File: config.mk
export PLATFORM = sky130hd
export DESIGN_NAME = dual_interval_timer_regs
export DESIGN_NICKNAME = d
export VERILOG_FILES = /design/src/dit_pkg.sv /design/src/dit_timer.sv /design/src/dual_interval_timer_regs.sv
export SDC_FILE = /design/constraint.sdc
export NUM_CORES = 1
export LEC_CHECK = 0
export ABC_CLOCK_PERIOD_IN_PS = 7310
export BUFFER_PORTS_ARGS = -buffer_cell sky130_fd_sc_hd__buf_4
export CAP_MARGIN = 20
export CELL_PAD_IN_SITES_DETAIL_PLACEMENT = 1
export CELL_PAD_IN_SITES_GLOBAL_PLACEMENT = 2
export CORE_AREA = 8 8 144 146
export DETAILED_ROUTE_END_ITERATION = 7
export DIE_AREA = 0 0 152 154
export GPL_TIMING_DRIVEN = 1
export HOLD_SLACK_MARGIN = 0.1
export PLACE_DENSITY = 0.76
export SLEW_MARGIN = 20
export SYNTH_ARGS = -nofsm -noshare
export SYNTH_HDL_FRONTEND = slang
export SYNTH_SLANG_ARGS = --single-unit
File: constraint.sdc
create_clock -name i_clk -period 7.31 [get_ports i_clk]
set_input_delay 1.462 -clock i_clk [delete_from_list [all_inputs] [get_ports i_clk]]
set_output_delay 1.462 -clock i_clk [all_outputs]
set_load 0.01 [all_outputs]
File: src/dit_pkg.sv
// ---------------------------------------------------------------------------
// dit_pkg: shared types and constants for the dual interval timer block.
// Item formats, function codes, bus register addresses and the per-timer
// control group passed from the top level to each timer unit.
// ---------------------------------------------------------------------------
package dit_pkg;

    // Function codes carried in each input item.
    localparam logic [1:0] FUNC_WRITE = 2'd0;
    localparam logic [1:0] FUNC_READ  = 2'd1;
    localparam logic [1:0] FUNC_TICK  = 2'd2;

    // Bus register addresses.
    localparam logic [3:0] ADDR_A_LO   = 4'h4;
    localparam logic [3:0] ADDR_A_HI   = 4'h5;
    localparam logic [3:0] ADDR_B_LO   = 4'h6;
    localparam logic [3:0] ADDR_B_HI   = 4'h7;
    localparam logic [3:0] ADDR_ICR    = 4'hd;
    localparam logic [3:0] ADDR_CTRL_A = 4'he;
    localparam logic [3:0] ADDR_CTRL_B = 4'hf;

    // Bit positions inside the control and interrupt control bytes.
    localparam int CTRL_RUN_BIT   = 0;
    localparam int CTRL_LOAD_BIT  = 4;
    localparam int CTRL_SRC_LSB   = 5;
    localparam int ICR_SEL_A_BIT  = 0;
    localparam int ICR_SEL_B_BIT  = 1;
    localparam int ICR_SET_BIT    = 7;

    // Configuration register indexes.
    localparam logic CFG_FIRST_ONE_SHOT  = 1'b0;
    localparam logic CFG_SECOND_ONE_SHOT = 1'b1;

    localparam int CountWidth = 16;

    // One input item.
    typedef struct packed {
        logic [1:0]  func;
        logic [3:0]  reg_addr;
        logic [7:0]  write_data;
        logic [15:0] elapsed_cycles;
    } t_in_item;

    // One result item.
    typedef struct packed {
        logic [7:0] read_data;
        logic       irq_pulse;
    } t_out_item;

    // Decoded strobes for one timer, valid for a single cycle.
    typedef struct packed {
        logic tick;       // advance by the elapsed cycles
        logic wr_lat_lo;  // load the latch low byte
        logic wr_lat_hi;  // load the latch high byte
        logic wr_ctrl;    // write the control byte
        logic wr_ien;     // update the interrupt enable
        logic ien_val;    // new interrupt enable value
        logic src_off;    // new source is not processor cycles
    } t_tmr_ctl;

endpackage

File: src/dit_timer.sv
// ---------------------------------------------------------------------------
// dit_timer: one 16-bit down-counting interval timer.
// Holds latch, count, run, source, interrupt enable and underflow flag, and
// applies one decoded bus write or tick per cycle.
// ---------------------------------------------------------------------------
module dit_timer (
    input  logic                 i_clk,
    input  logic                 i_rst_n,
    input  dit_pkg::t_tmr_ctl    i_ctl,
    input  logic [7:0]           i_wdata,
    input  logic [15:0]          i_elapsed,
    input  logic                 i_one_shot,
    output logic [15:0]          o_count,
    output logic                 o_flag,
    output logic                 o_irq
);
    import dit_pkg::*;

    logic [CountWidth-1:0] r_latch, n_latch;
    logic [CountWidth-1:0] r_count, n_count;
    logic                  r_running, n_running;
    logic                  r_src_off, n_src_off;
    logic                  r_ien, n_ien;
    logic                  r_flag, n_flag;
    logic                  underflow;

    // A counting timer underflows when the elapsed cycles reach the count.
    assign underflow = i_ctl.tick && r_running && !r_src_off && (i_elapsed >= r_count);

    // Next-state logic for writes and ticks.
    always_comb begin
        n_latch   = r_latch;
        n_count   = r_count;
        n_running = r_running;
        n_src_off = r_src_off;
        n_ien     = r_ien;
        n_flag    = r_flag;
        if (i_ctl.wr_lat_lo) begin
            n_latch[7:0] = i_wdata;
        end
        if (i_ctl.wr_lat_hi) begin
            n_latch[15:8] = i_wdata;
        end
        if (i_ctl.wr_ien) begin
            n_ien = i_ctl.ien_val;
        end
        if (i_ctl.wr_ctrl) begin
            n_running = i_wdata[CTRL_RUN_BIT];
            n_src_off = i_ctl.src_off;
            if (i_wdata[CTRL_LOAD_BIT]) begin
                n_count = r_latch;
            end
        end
        if (underflow) begin
            n_flag = 1'b1;
            if (i_one_shot) begin
                n_running = 1'b0;
                n_count   = '0;
            end else begin
                n_count = r_latch;
            end
        end else if (i_ctl.tick && r_running && !r_src_off) begin
            n_count = r_count - i_elapsed;
        end
    end

    // Timer state registers.
    always_ff @(posedge i_clk) begin
        if (!i_rst_n) begin
            r_latch   <= '0;
            r_count   <= '0;
            r_running <= 1'b0;
            r_src_off <= 1'b0;
            r_ien     <= 1'b0;
            r_flag    <= 1'b0;
        end else begin
            r_latch   <= n_latch;
            r_count   <= n_count;
            r_running <= n_running;
            r_src_off <= n_src_off;
            r_ien     <= n_ien;
            r_flag    <= n_flag;
        end
    end

    assign o_count = r_count;
    assign o_flag  = r_flag;
    assign o_irq   = underflow && r_ien;

    // The underflow flag is sticky once set.
    a_flag_sticky: assert property (@(posedge i_clk) disable iff (!i_rst_n)
        r_flag |=> r_flag)
        else $error("timer flag cleared");

    // The count only moves on a tick or a control write.
    a_count_quiet: assert property (@(posedge i_clk) disable iff (!i_rst_n)
        (!i_ctl.tick && !i_ctl.wr_ctrl) |=> $stable(r_count))
        else $error("count changed without a tick or control write");

    // A one-shot underflow stops the timer at zero.
    a_one_shot_stop: assert property (@(posedge i_clk) disable iff (!i_rst_n)
        (underflow && i_one_shot && !i_ctl.wr_ctrl) |=> (!r_running && r_count == '0))
        else $error("one-shot timer did not stop");

endmodule

File: src/dual_interval_timer_regs.sv
// ---------------------------------------------------------------------------
// dual_interval_timer_regs: two 16-bit interval timers behind a byte bus.
//
// Input channel (i_valid, o_stall, i_data): each transaction is a register
// write, a register read or a tick carrying elapsed processor cycles.
// Output channel (o_valid, i_stall, o_data): exactly one result per input
// transaction, in order, holding the read byte and the interrupt pulse.
// Configuration port (i_cfg_we, i_cfg_idx, i_cfg_data) sets the one-shot
// mode of each timer; write it only while the block is idle.
//
// A transaction taken into the input register is decoded, updates the
// timers and is then registered into the result register, which drives
// o_valid. Throughput is one transaction per cycle while the output is not
// stalled; both stages advance whenever the result register is empty or
// being taken. An output stall holds the result and a full input register
// and backs up onto o_stall; a stalled result holds its value.
// Synchronous reset clears both stages, all timer state and configuration.
// ---------------------------------------------------------------------------
module dual_interval_timer_regs (
    input  logic               i_clk,
    input  logic               i_rst_n,
    input  logic               i_valid,
    output logic               o_stall,
    input  dit_pkg::t_in_item  i_data,
    output logic               o_valid,
    input  logic               i_stall,
    output dit_pkg::t_out_item o_data,
    input  logic               i_cfg_we,
    input  logic               i_cfg_idx,
    input  logic               i_cfg_data
);
    import dit_pkg::*;

    logic      r_s1_valid;
    t_in_item  r_s1;
    logic      r_out_valid;
    t_out_item r_out;
    t_out_item n_out;
    logic      s1_adv;
    logic      r_one_shot_a, r_one_shot_b;
    t_tmr_ctl  ctl_a, ctl_b;
    logic [15:0] count_a, count_b;
    logic      flag_a, flag_b, irq_a, irq_b;
    logic      do_write, do_read, do_tick;

    // Handshake: stage one moves when the result register can take it.
    assign s1_adv  = !r_out_valid || !i_stall;
    assign o_stall = r_s1_valid && !s1_adv;

    // Configuration registers.
    always_ff @(posedge i_clk) begin
        if (!i_rst_n) begin
            r_one_shot_a <= 1'b0;
            r_one_shot_b <= 1'b0;
        end else if (i_cfg_we) begin
            unique case (i_cfg_idx)
                CFG_FIRST_ONE_SHOT:  r_one_shot_a <= i_cfg_data;
                CFG_SECOND_ONE_SHOT: r_one_shot_b <= i_cfg_data;
                default: ;
            endcase
        end
    end

    // Input register.
    always_ff @(posedge i_clk) begin
        if (!i_rst_n) begin
            r_s1_valid <= 1'b0;
        end else if (!o_stall) begin
            r_s1_valid <= i_valid;
        end
    end

    always_ff @(posedge i_clk) begin
        if (!o_stall) begin
            r_s1 <= i_data;
        end
    end

    // Decode the item in the input register into per-timer strobes.
    assign do_write = r_s1_valid && s1_adv && (r_s1.func == FUNC_WRITE);
    assign do_read  = r_s1.func == FUNC_READ;
    assign do_tick  = r_s1_valid && s1_adv && (r_s1.func == FUNC_TICK);

    always_comb begin
        ctl_a           = '0;
        ctl_b           = '0;
        ctl_a.tick      = do_tick;
        ctl_b.tick      = do_tick;
        ctl_a.wr_lat_lo = do_write && (r_s1.reg_addr == ADDR_A_LO);
        ctl_a.wr_lat_hi = do_write && (r_s1.reg_addr == ADDR_A_HI);
        ctl_b.wr_lat_lo = do_write && (r_s1.reg_addr == ADDR_B_LO);
        ctl_b.wr_lat_hi = do_write && (r_s1.reg_addr == ADDR_B_HI);
        ctl_a.wr_ien    = do_write && (r_s1.reg_addr == ADDR_ICR)
                          && r_s1.write_data[ICR_SEL_A_BIT];
        ctl_b.wr_ien    = do_write && (r_s1.reg_addr == ADDR_ICR)
                          && r_s1.write_data[ICR_SEL_B_BIT];
        ctl_a.ien_val   = r_s1.write_data[ICR_SET_BIT];
        ctl_b.ien_val   = r_s1.write_data[ICR_SET_BIT];
        ctl_a.wr_ctrl   = do_write && (r_s1.reg_addr == ADDR_CTRL_A);
        ctl_b.wr_ctrl   = do_write && (r_s1.reg_addr == ADDR_CTRL_B);
        // Timer A has a one-bit source field, timer B a two-bit one.
        ctl_a.src_off   = r_s1.write_data[CTRL_SRC_LSB];
        ctl_b.src_off   = |r_s1.write_data[CTRL_SRC_LSB+1:CTRL_SRC_LSB];
    end

    dit_timer u_timer_a (
        .i_clk      (i_clk),
        .i_rst_n    (i_rst_n),
        .i_ctl      (ctl_a),
        .i_wdata    (r_s1.write_data),
        .i_elapsed  (r_s1.elapsed_cycles),
        .i_one_shot (r_one_shot_a),
        .o_count    (count_a),
        .o_flag     (flag_a),
        .o_irq      (irq_a)
    );

    dit_timer u_timer_b (
        .i_clk      (i_clk),
        .i_rst_n    (i_rst_n),
        .i_ctl      (ctl_b),
        .i_wdata    (r_s1.write_data),
        .i_elapsed  (r_s1.elapsed_cycles),
        .i_one_shot (r_one_shot_b),
        .o_count    (count_b),
        .o_flag     (flag_b),
        .o_irq      (irq_b)
    );

    // Result: read mux and combined interrupt pulse.
    always_comb begin
        n_out           = '0;
        n_out.irq_pulse = (r_s1.func == FUNC_TICK) && (irq_a || irq_b);
        if (do_read) begin
            unique case (r_s1.reg_addr)
                ADDR_A_LO: n_out.read_data = count_a[7:0];
                ADDR_A_HI: n_out.read_data = count_a[15:8];
                ADDR_B_LO: n_out.read_data = count_b[7:0];
                ADDR_B_HI: n_out.read_data = count_b[15:8];
                ADDR_ICR:  n_out.read_data = {6'd0, flag_b, flag_a};
                default:   n_out.read_data = '0;
            endcase
        end
    end

    // Result register.
    always_ff @(posedge i_clk) begin
        if (!i_rst_n) begin
            r_out_valid <= 1'b0;
        end else if (s1_adv) begin
            r_out_valid <= r_s1_valid;
        end
    end

    always_ff @(posedge i_clk) begin
        if (s1_adv) begin
            r_out <= n_out;
        end
    end

    assign o_valid = r_out_valid;
    assign o_data  = r_out;

    // Every item leaving the input register produces a result.
    a_item_to_result: assert property (@(posedge i_clk) disable iff (!i_rst_n)
        (r_s1_valid && s1_adv) |=> r_out_valid)
        else $error("item lost between stages");

    // Only ticks raise the interrupt pulse.
    a_irq_on_tick: assert property (@(posedge i_clk) disable iff (!i_rst_n)
        (r_s1_valid && s1_adv && r_s1.func != FUNC_TICK) |=> !r_out.irq_pulse)
        else $error("interrupt pulse outside a tick");

    // Only reads return a nonzero byte.
    a_data_on_read: assert property (@(posedge i_clk) disable iff (!i_rst_n)
        (r_s1_valid && s1_adv && r_s1.func != FUNC_READ) |=> (r_out.read_data == '0))
        else $error("read data outside a read");

endmodule

==> impl_metrics.json, run 1 <==
{
  "finalSetupViolations": 0,
  "regArea_sq_um": 2693,
  "drive_above_1_share_pct": 15.01,
  "syn_avg_cell_area_sq_um": 9.728,
  "antennaDiodeCount": 0,
  "avgRoutedWirePerCell_um": 21.29,
  "nets": 764,
  "ys.flop_type": "dfxtp_1",
  "finalCritPeriodShare_pct": 53.29,
  "portBuffers": 47,
  "instances_no_fill": 940,
  "yosys_warnings": 0,
  "dp_cells": 908,
  "post-route-min-period_ps": 3895,
  "initial_core_util_pct": 34.16,
  "rsz0062_at_grt": "false",
  "cp_max_fo": 31,
  "cp.arrival_ps": 2430,
  "grt_max_degree": 44,
  "drt_wl_total_mm": 20.01,
  "tns_ps": 0,
  "grt_overflow": 0,
  "synthArstFlopShare_pct": 0,
  "cts_sinks": 115,
  "syn-num-nets": 719,
  "p_per_area_nw_per_um2": 215.4,
  "grt_pass1_wl_mm": 31.18,
  "fillers": 2057,
  "skew_ps": 10.78,
  "fp.coreArea_sq_um": 18460,
  "antenna_found_initial": 0,
  "fp.dieH_um": 154,
  "insertion_delay_ps": 420,
  "place.gp.congestion": 0.8862,
  "peakVddDrop_v": 0.0001580,
  "synth_edf_count": 39,
  "syn_area_sq_um": 6304,
  "ant_nets": 0,
  "area_growth_pct": 17.71,
  "crit_path_end_kind": "output pin",
  "cts_root_buf": "clkbuf_16",
  "synth_cell_types": 74,
  "dieWidth_um": 152,
  "hold_viol": 0,
  "timing.final.max_slew_violations": 0,
  "postCtsSetupBuffers": 0,
  "fmax_mhz": 256.7,
  "fin_hold_ws_ps": 458.2,
  "design_area_sq_um": 7420,
  "cap_violations": 0,
  "via_per_inst": 5.599,
  "track_usage_pct": 17.20,
  "cts_resized": 0,
  "run_status": "complete, no violations",
  "dp_hpwl_mm": 15.37,
  "drtIter0Drc": 332,
  "start_kind": "input pin",
  "multi_input_area_sq_um": 3351,
  "cts_tree": "done",
  "clk_pin_slew_worst_paths_ps": 50,
  "tightest_slew_ps": 797.7,
  "ctsLongestPathBuffers": 2,
  "seq_area_frac_synth_pct": 42.72,
  "rows": 50,
  "relSlewSlack_pct": 46.65,
  "drc": 0,
  "cts_made_buffers": 17,
  "syn_inst": 648,
  "cts_hold_buf": 0,
  "vias": 5263,
  "placed_area_sq_um": 6854,
  "io_pins": 48,
  "holdCritPathClass": "reg2reg",
  "worstSetupPathType": "in2out",
  "power.leakage_nw": 3.108,
  "power.total_mw": 1.598,
  "ys_ff_latch": 115,
  "dieArea_sq_um": 23410,
  "grt_pass1_vias": 5553,
  "cts.htree.levels": 4,
  "dr.pass1.iters": 4,
  "crit_required_ps": 5850
}
## path summary, 6_finish.rpt
kind / startpoint / to / slack, ps / cells after the start
setup reg to reg: r_s1[0]$_DFFE_PN_ / u_timer_b.o_count[13]$_SDFFE_PN0P_ / 4160 / 9
setup / recovery: i_stall / o_stall / 3410 / 6
hold / removal: u_timer_b.r_src_off$_SDFFE_PN0P_ / u_timer_b.r_src_off$_SDFFE_PN0P_ / 460 / 2
hold reg to reg: u_timer_b.r_src_off$_SDFFE_PN0P_ / u_timer_b.r_src_off$_SDFFE_PN0P_ / 460 / 2
## power breakdown
part | switching, mW | leakage (nW) | total, mW | internal [mW]
clock network | 0.306 | 0.261 | 0.803 | 0.497
registers | 0.0171 | 1.04 | 0.692 | 0.675
logic | 0.0585 | 1.81 | 0.103 | 0.0448
## logic make-up (layout without fill, tap and decap cells)
| family | count (synthesis) | count (layout) | share of synthesized area (%) |
|---|---|---|---|
| flip-flops | 115 | 115 | 42.72 |
| adder cells (fa/ha/maj) | 34 | 34 | 6.987 |
| AND/OR/NAND/NOR | 175 | 175 | 14.35 |
| AO/OA/AOI/OAI | 200 | 200 | 20.80 |
| buffers and inverters | 61 | 119 | 4.188 |
| XOR/XNOR | 12 | 12 | 1.667 |
| multiplexers | 51 | 51 | 9.289 |
## cells in the final DEF (no fill, tap or decap), types with 10 or more instances in the layout
cell type / count
clkbuf_16: 17
ha_1: 32
and3_1: 10
o21ai_0: 52
buf_4: 51
inv_1: 35
edfxtp_1: 39
mux2i_1: 45
a32oi_1: 10
nand3_1: 10
nor2_1: 65
a21oi_1: 55
dfxtp_1: 76
nand2_1: 29
## stage by stage
stage / utilization (%) / setup WS, ps
after floorplan: - / 3335
after global placement: 37.14 / 3422
after detailed placement: 37.14 / 3381
after CTS: 40.20 / 3377
after global routing: 40.20 / 3331
final: 40.20 / 3415
## sequential cells by signal (all words and copies together), names as in the netlist, 2 cells and up
| register | count |
|---|---|
| ctl_a | 2 |
| u_timer_b.r_latch | 16 |
| o_data | 9 |
| u_timer_a.o_count | 16 |
| u_timer_a.r_latch | 16 |
| r_s1 | 28 |
| u_timer_b.o_count | 16 |
## area by class of cell
cell class / instances / share of cell area [%]
clock inverters: 14 / 1.838
flip-flops and latches: 115 / 36.29
clock buffers: 18 / 5.784
multi-input cells: 472 / 45.16
inverters: 36 / 1.821
repair buffers: 51 / 5.160
well taps: 234 / 3.946
## cell usage after synthesis, drive strengths merged, types with 10 or more instances
master	n	area (sq um)
a21oi	60	322.8
a32oi	10	87.58
and3	10	62.56
buf	10	71.31
clkbuf	15	57.55
dfxtp	76	1521
edfxtp	39	1171
ha	32	400.4
inv	35	131.4
mux2i	45	450.4
nand2	29	108.9
nand3	10	50.05
nor2	66	250.2
o21ai	53	265.3
## critical path, cell delays in order
cell     delay [ps]
buf_4           110
and2_4          160
nand2_1          70
buf_4           360
inv_1           110
buf_4           160
## layer usage
metal,global-route usage [%],wire [um],up-vias
met5,0,0,-
met4,7.711,650,0
met3,3.419,612,39
met2,29.18,9709,96
met1,20.78,9041,2620
li1,-,-,2508
Power figures use the tool's default switching activity.
==> run 2: changes to the inputs <==
--- a/config.mk
+++ b/config.mk
@@ -5,7 +5,7 @@
 export SDC_FILE = /design/constraint.sdc
 export NUM_CORES = 1
 export LEC_CHECK = 0
-export ABC_CLOCK_PERIOD_IN_PS = 7310
+export ABC_CLOCK_PERIOD_IN_PS = 3700
 export BUFFER_PORTS_ARGS = -buffer_cell sky130_fd_sc_hd__buf_4
 export CAP_MARGIN = 20
 export CELL_PAD_IN_SITES_DETAIL_PLACEMENT = 1
==> constraint.sdc (replaced) <==
create_clock -name i_clk -period 3.7 [get_ports i_clk]
set_input_delay 0.74 -clock i_clk [delete_from_list [all_inputs] [get_ports i_clk]]
set_output_delay 0.74 -clock i_clk [all_outputs]
set_load 0.01 [all_outputs]
==> run 2 against run 1 <==
Power is 99% higher. Count of clock-buffer cells in the layout is 2 higher. Global-route usage is 0.27 points higher. Sequential share of layout area is 0.12 points lower. Critical path type is now reg2reg. Critical endpoint is now u_timer_a.o_count[11]$_SDFFE_PN0P_. Highest routed layer unchanged.
==> impl_metrics.json, run 2 (same netlist as run 1, synthesis figures left out) <==
{
  "finalSetupViolations": 0,
  "relSlewSlack_pct": 46.56,
  "crit_slowest_cell": "a211oi_4",
  "cts_root_buf": "clkbuf_16",
  "grt_pass1_vias": 5520,
  "portBuffers": 47,
  "power_frac_clock_pct": 50.5,
  "skew_ps": 7.179,
  "fmax_mhz": 337.7,
  "antennaDiodeCount": 0,
  "drive_above_1_share_pct": 15.54,
  "grt_overflow": 0,
  "clk_pin_slew_worst_paths_ps": 50,
  "worstSetupPathType": "reg2reg",
  "grt_pass1_wl_mm": 31.71,
  "comb_power_share_pct": 6.5,
  "p_sw_share_pct": 23.47,
  "internal-power_mw": 2.429,
  "power.share.sequential_pct": 43.0,
  "initial_core_util_pct": 34.16,
  "worstPathCellList": "ha_1, fa_1, nand2b_1, a21oi_1, or2_4, a211oi_4, a211oi_4, o21ai_1, a31oi_1",
  "dp_hpwl_mm": 15.59,
  "crit_required_ps": 4030,
  "drtIter0Drc": 321,
  "route.layer.met1.wl_mm": 9.078,
  "largest_reg_flops": 28,
  "crit_family": "compound AO/OA/AOI/OAI gates",
  "cts.htree.levels": 4,
  "place.gp.congestion": 0.8596,
  "dr.pass1.iters": 4,
  "area_growth_pct": 18.10,
  "final_common_cell": "dfxtp_1",
  "avgRoutedWirePerCell_um": 21.56,
  "ant_nets": 0,
  "cts_hold_buf": 0,
  "drt_wl_total_mm": 20.31,
  "crit_path_end_kind": "flop",
  "dieWidth_um": 152,
  "insertion_delay_ps": 410,
  "cts_resized": 0,
  "vias": 5210,
  "cts_made_buffers": 17,
  "dieArea_sq_um": 23410,
  "timing.final.max_slew_violations": 0,
  "run_status": "complete, no violations",
  "critPathMostFrequentCell": "a211oi_4",
  "wl_met2_mm": 10.15,
  "post-route-min-period_ps": 2961,
  "drc": 0,
  "p_per_area_nw_per_um2": 426.4,
  "final_cell_mix": "dfxtp_1 (76), nor2_1 (65), a21oi_1 (55)",
  "hold_viol": 0,
  "tightest_slew_ps": 799.0,
  "cp_max_fo": 17,
  "regMostFlops": "r_s1",
  "track_usage_pct": 17.47,
  "postCtsSetupBuffers": 0,
  "holdCritPathClass": "reg2reg",
  "rsz0062_at_grt": "false",
  "start_kind": "flop",
  "wl_met3_um": 556,
  "peakVddDrop_v": 0.0003084,
  "critPathBufInv": 0,
  "crit_path_max_incr_delay_ps": 720,
  "cts_tree": "done",
  "tns_ps": 0,
  "fillers": 2069,
  "fp.coreArea_sq_um": 18460,
  "highest_layer": "met4",
  "via_per_inst": 5.531,
  "cts_sinks": 115,
  "power.leakage_nw": 3.130,
  "switchingPower_mw": 0.7449,
  "antenna_found_initial": 0,
  "utilization_pct": 40.34,
  "io_pins": 48,
  "ctsLongestPathBuffers": 2,
  "grt_max_degree": 44,
  "rows": 50,
  "cp.arrival_ps": 3290,
  "fp.dieH_um": 154,
  "finalCritPeriodShare_pct": 80.04,
  "cap_violations": 0,
  "nets": 766
}
## run 2: cell count changes in the layout (fill, tap and decap cells not counted), sizes merged
cell,previous run,this run
inv,37,38
clkbuf,18,20
buf,51,53
clkinv,6,4
clkinvlp,5,4
## run 2: power groups by stage
| stage | Combinational (mW) | Clock [mW] | Sequential [mW] |
|---|---|---|---|
| floorplan | 0.125 | 0 | 1.38 |
| global route | 0.224 | 1.69 | 1.37 |
| detailed placement | 0.204 | 0 | 1.39 |
| finish | 0.206 | 1.60 | 1.37 |
| CTS | 0.205 | 1.63 | 1.37 |
| global placement | 0.199 | 0 | 1.39 |
## run 2: layout make-up
cell class                 instances  area (sq um)  area share, %
tap                              234         292.8          3.933
sequential                       115          2693          36.17
multi-input combinational        472          3351          45.01
inverter                          36         135.1          1.815
clock buffer                      20         446.7          6.000
timing repair buffer              53         397.9          5.345
clock inverter                    12         128.9          1.731
## run 2: tightest hold or removal path: cells and delay by family (launching register included)
family          cells  cell delay [ps]
simple gates        1               50
compound gates      1               50
flops               1              310
## run 2: path summary, 6_finish.rpt
kind / cells past startpoint / end / start / slack, ps
setup reg to reg: 9 / u_timer_a.o_count[11]$_SDFFE_PN0P_ / r_s1[0]$_DFFE_PN_ / 740
hold / removal: 2 / u_timer_b.r_src_off$_SDFFE_PN0P_ / u_timer_b.r_src_off$_SDFFE_PN0P_ / 450
setup / recovery: 9 / u_timer_a.o_count[11]$_SDFFE_PN0P_ / r_s1[0]$_DFFE_PN_ / 740
hold reg to reg: 2 / u_timer_b.r_src_off$_SDFFE_PN0P_ / u_timer_b.r_src_off$_SDFFE_PN0P_ / 450
## run 2: layer usage
layer | track usage, % | vias up
li1 | - | 2503
met1 | 21.04 | 2595
met2 | 30.87 | 82
met3 | 2.466 | 30
met4 | 6.997 | 0
met5 | 0 | -
## run 2: stage by stage
step	cell area [sq um]	worst slack (ps)	std cells	power, mW	hold WS, ps
4_1_cts	7445	735.0	942	3.205	455.7
6_report	7445	738.6	942	3.174	454.2
3_3_place_gp	6869	661.0	910	1.591	438.3
5_1_grt	7445	526.0	942	3.283	483.3
3_5_place_dp	6869	521.9	910	1.597	448.6
2_1_floorplan	6304	1169	648	1.501	426.7
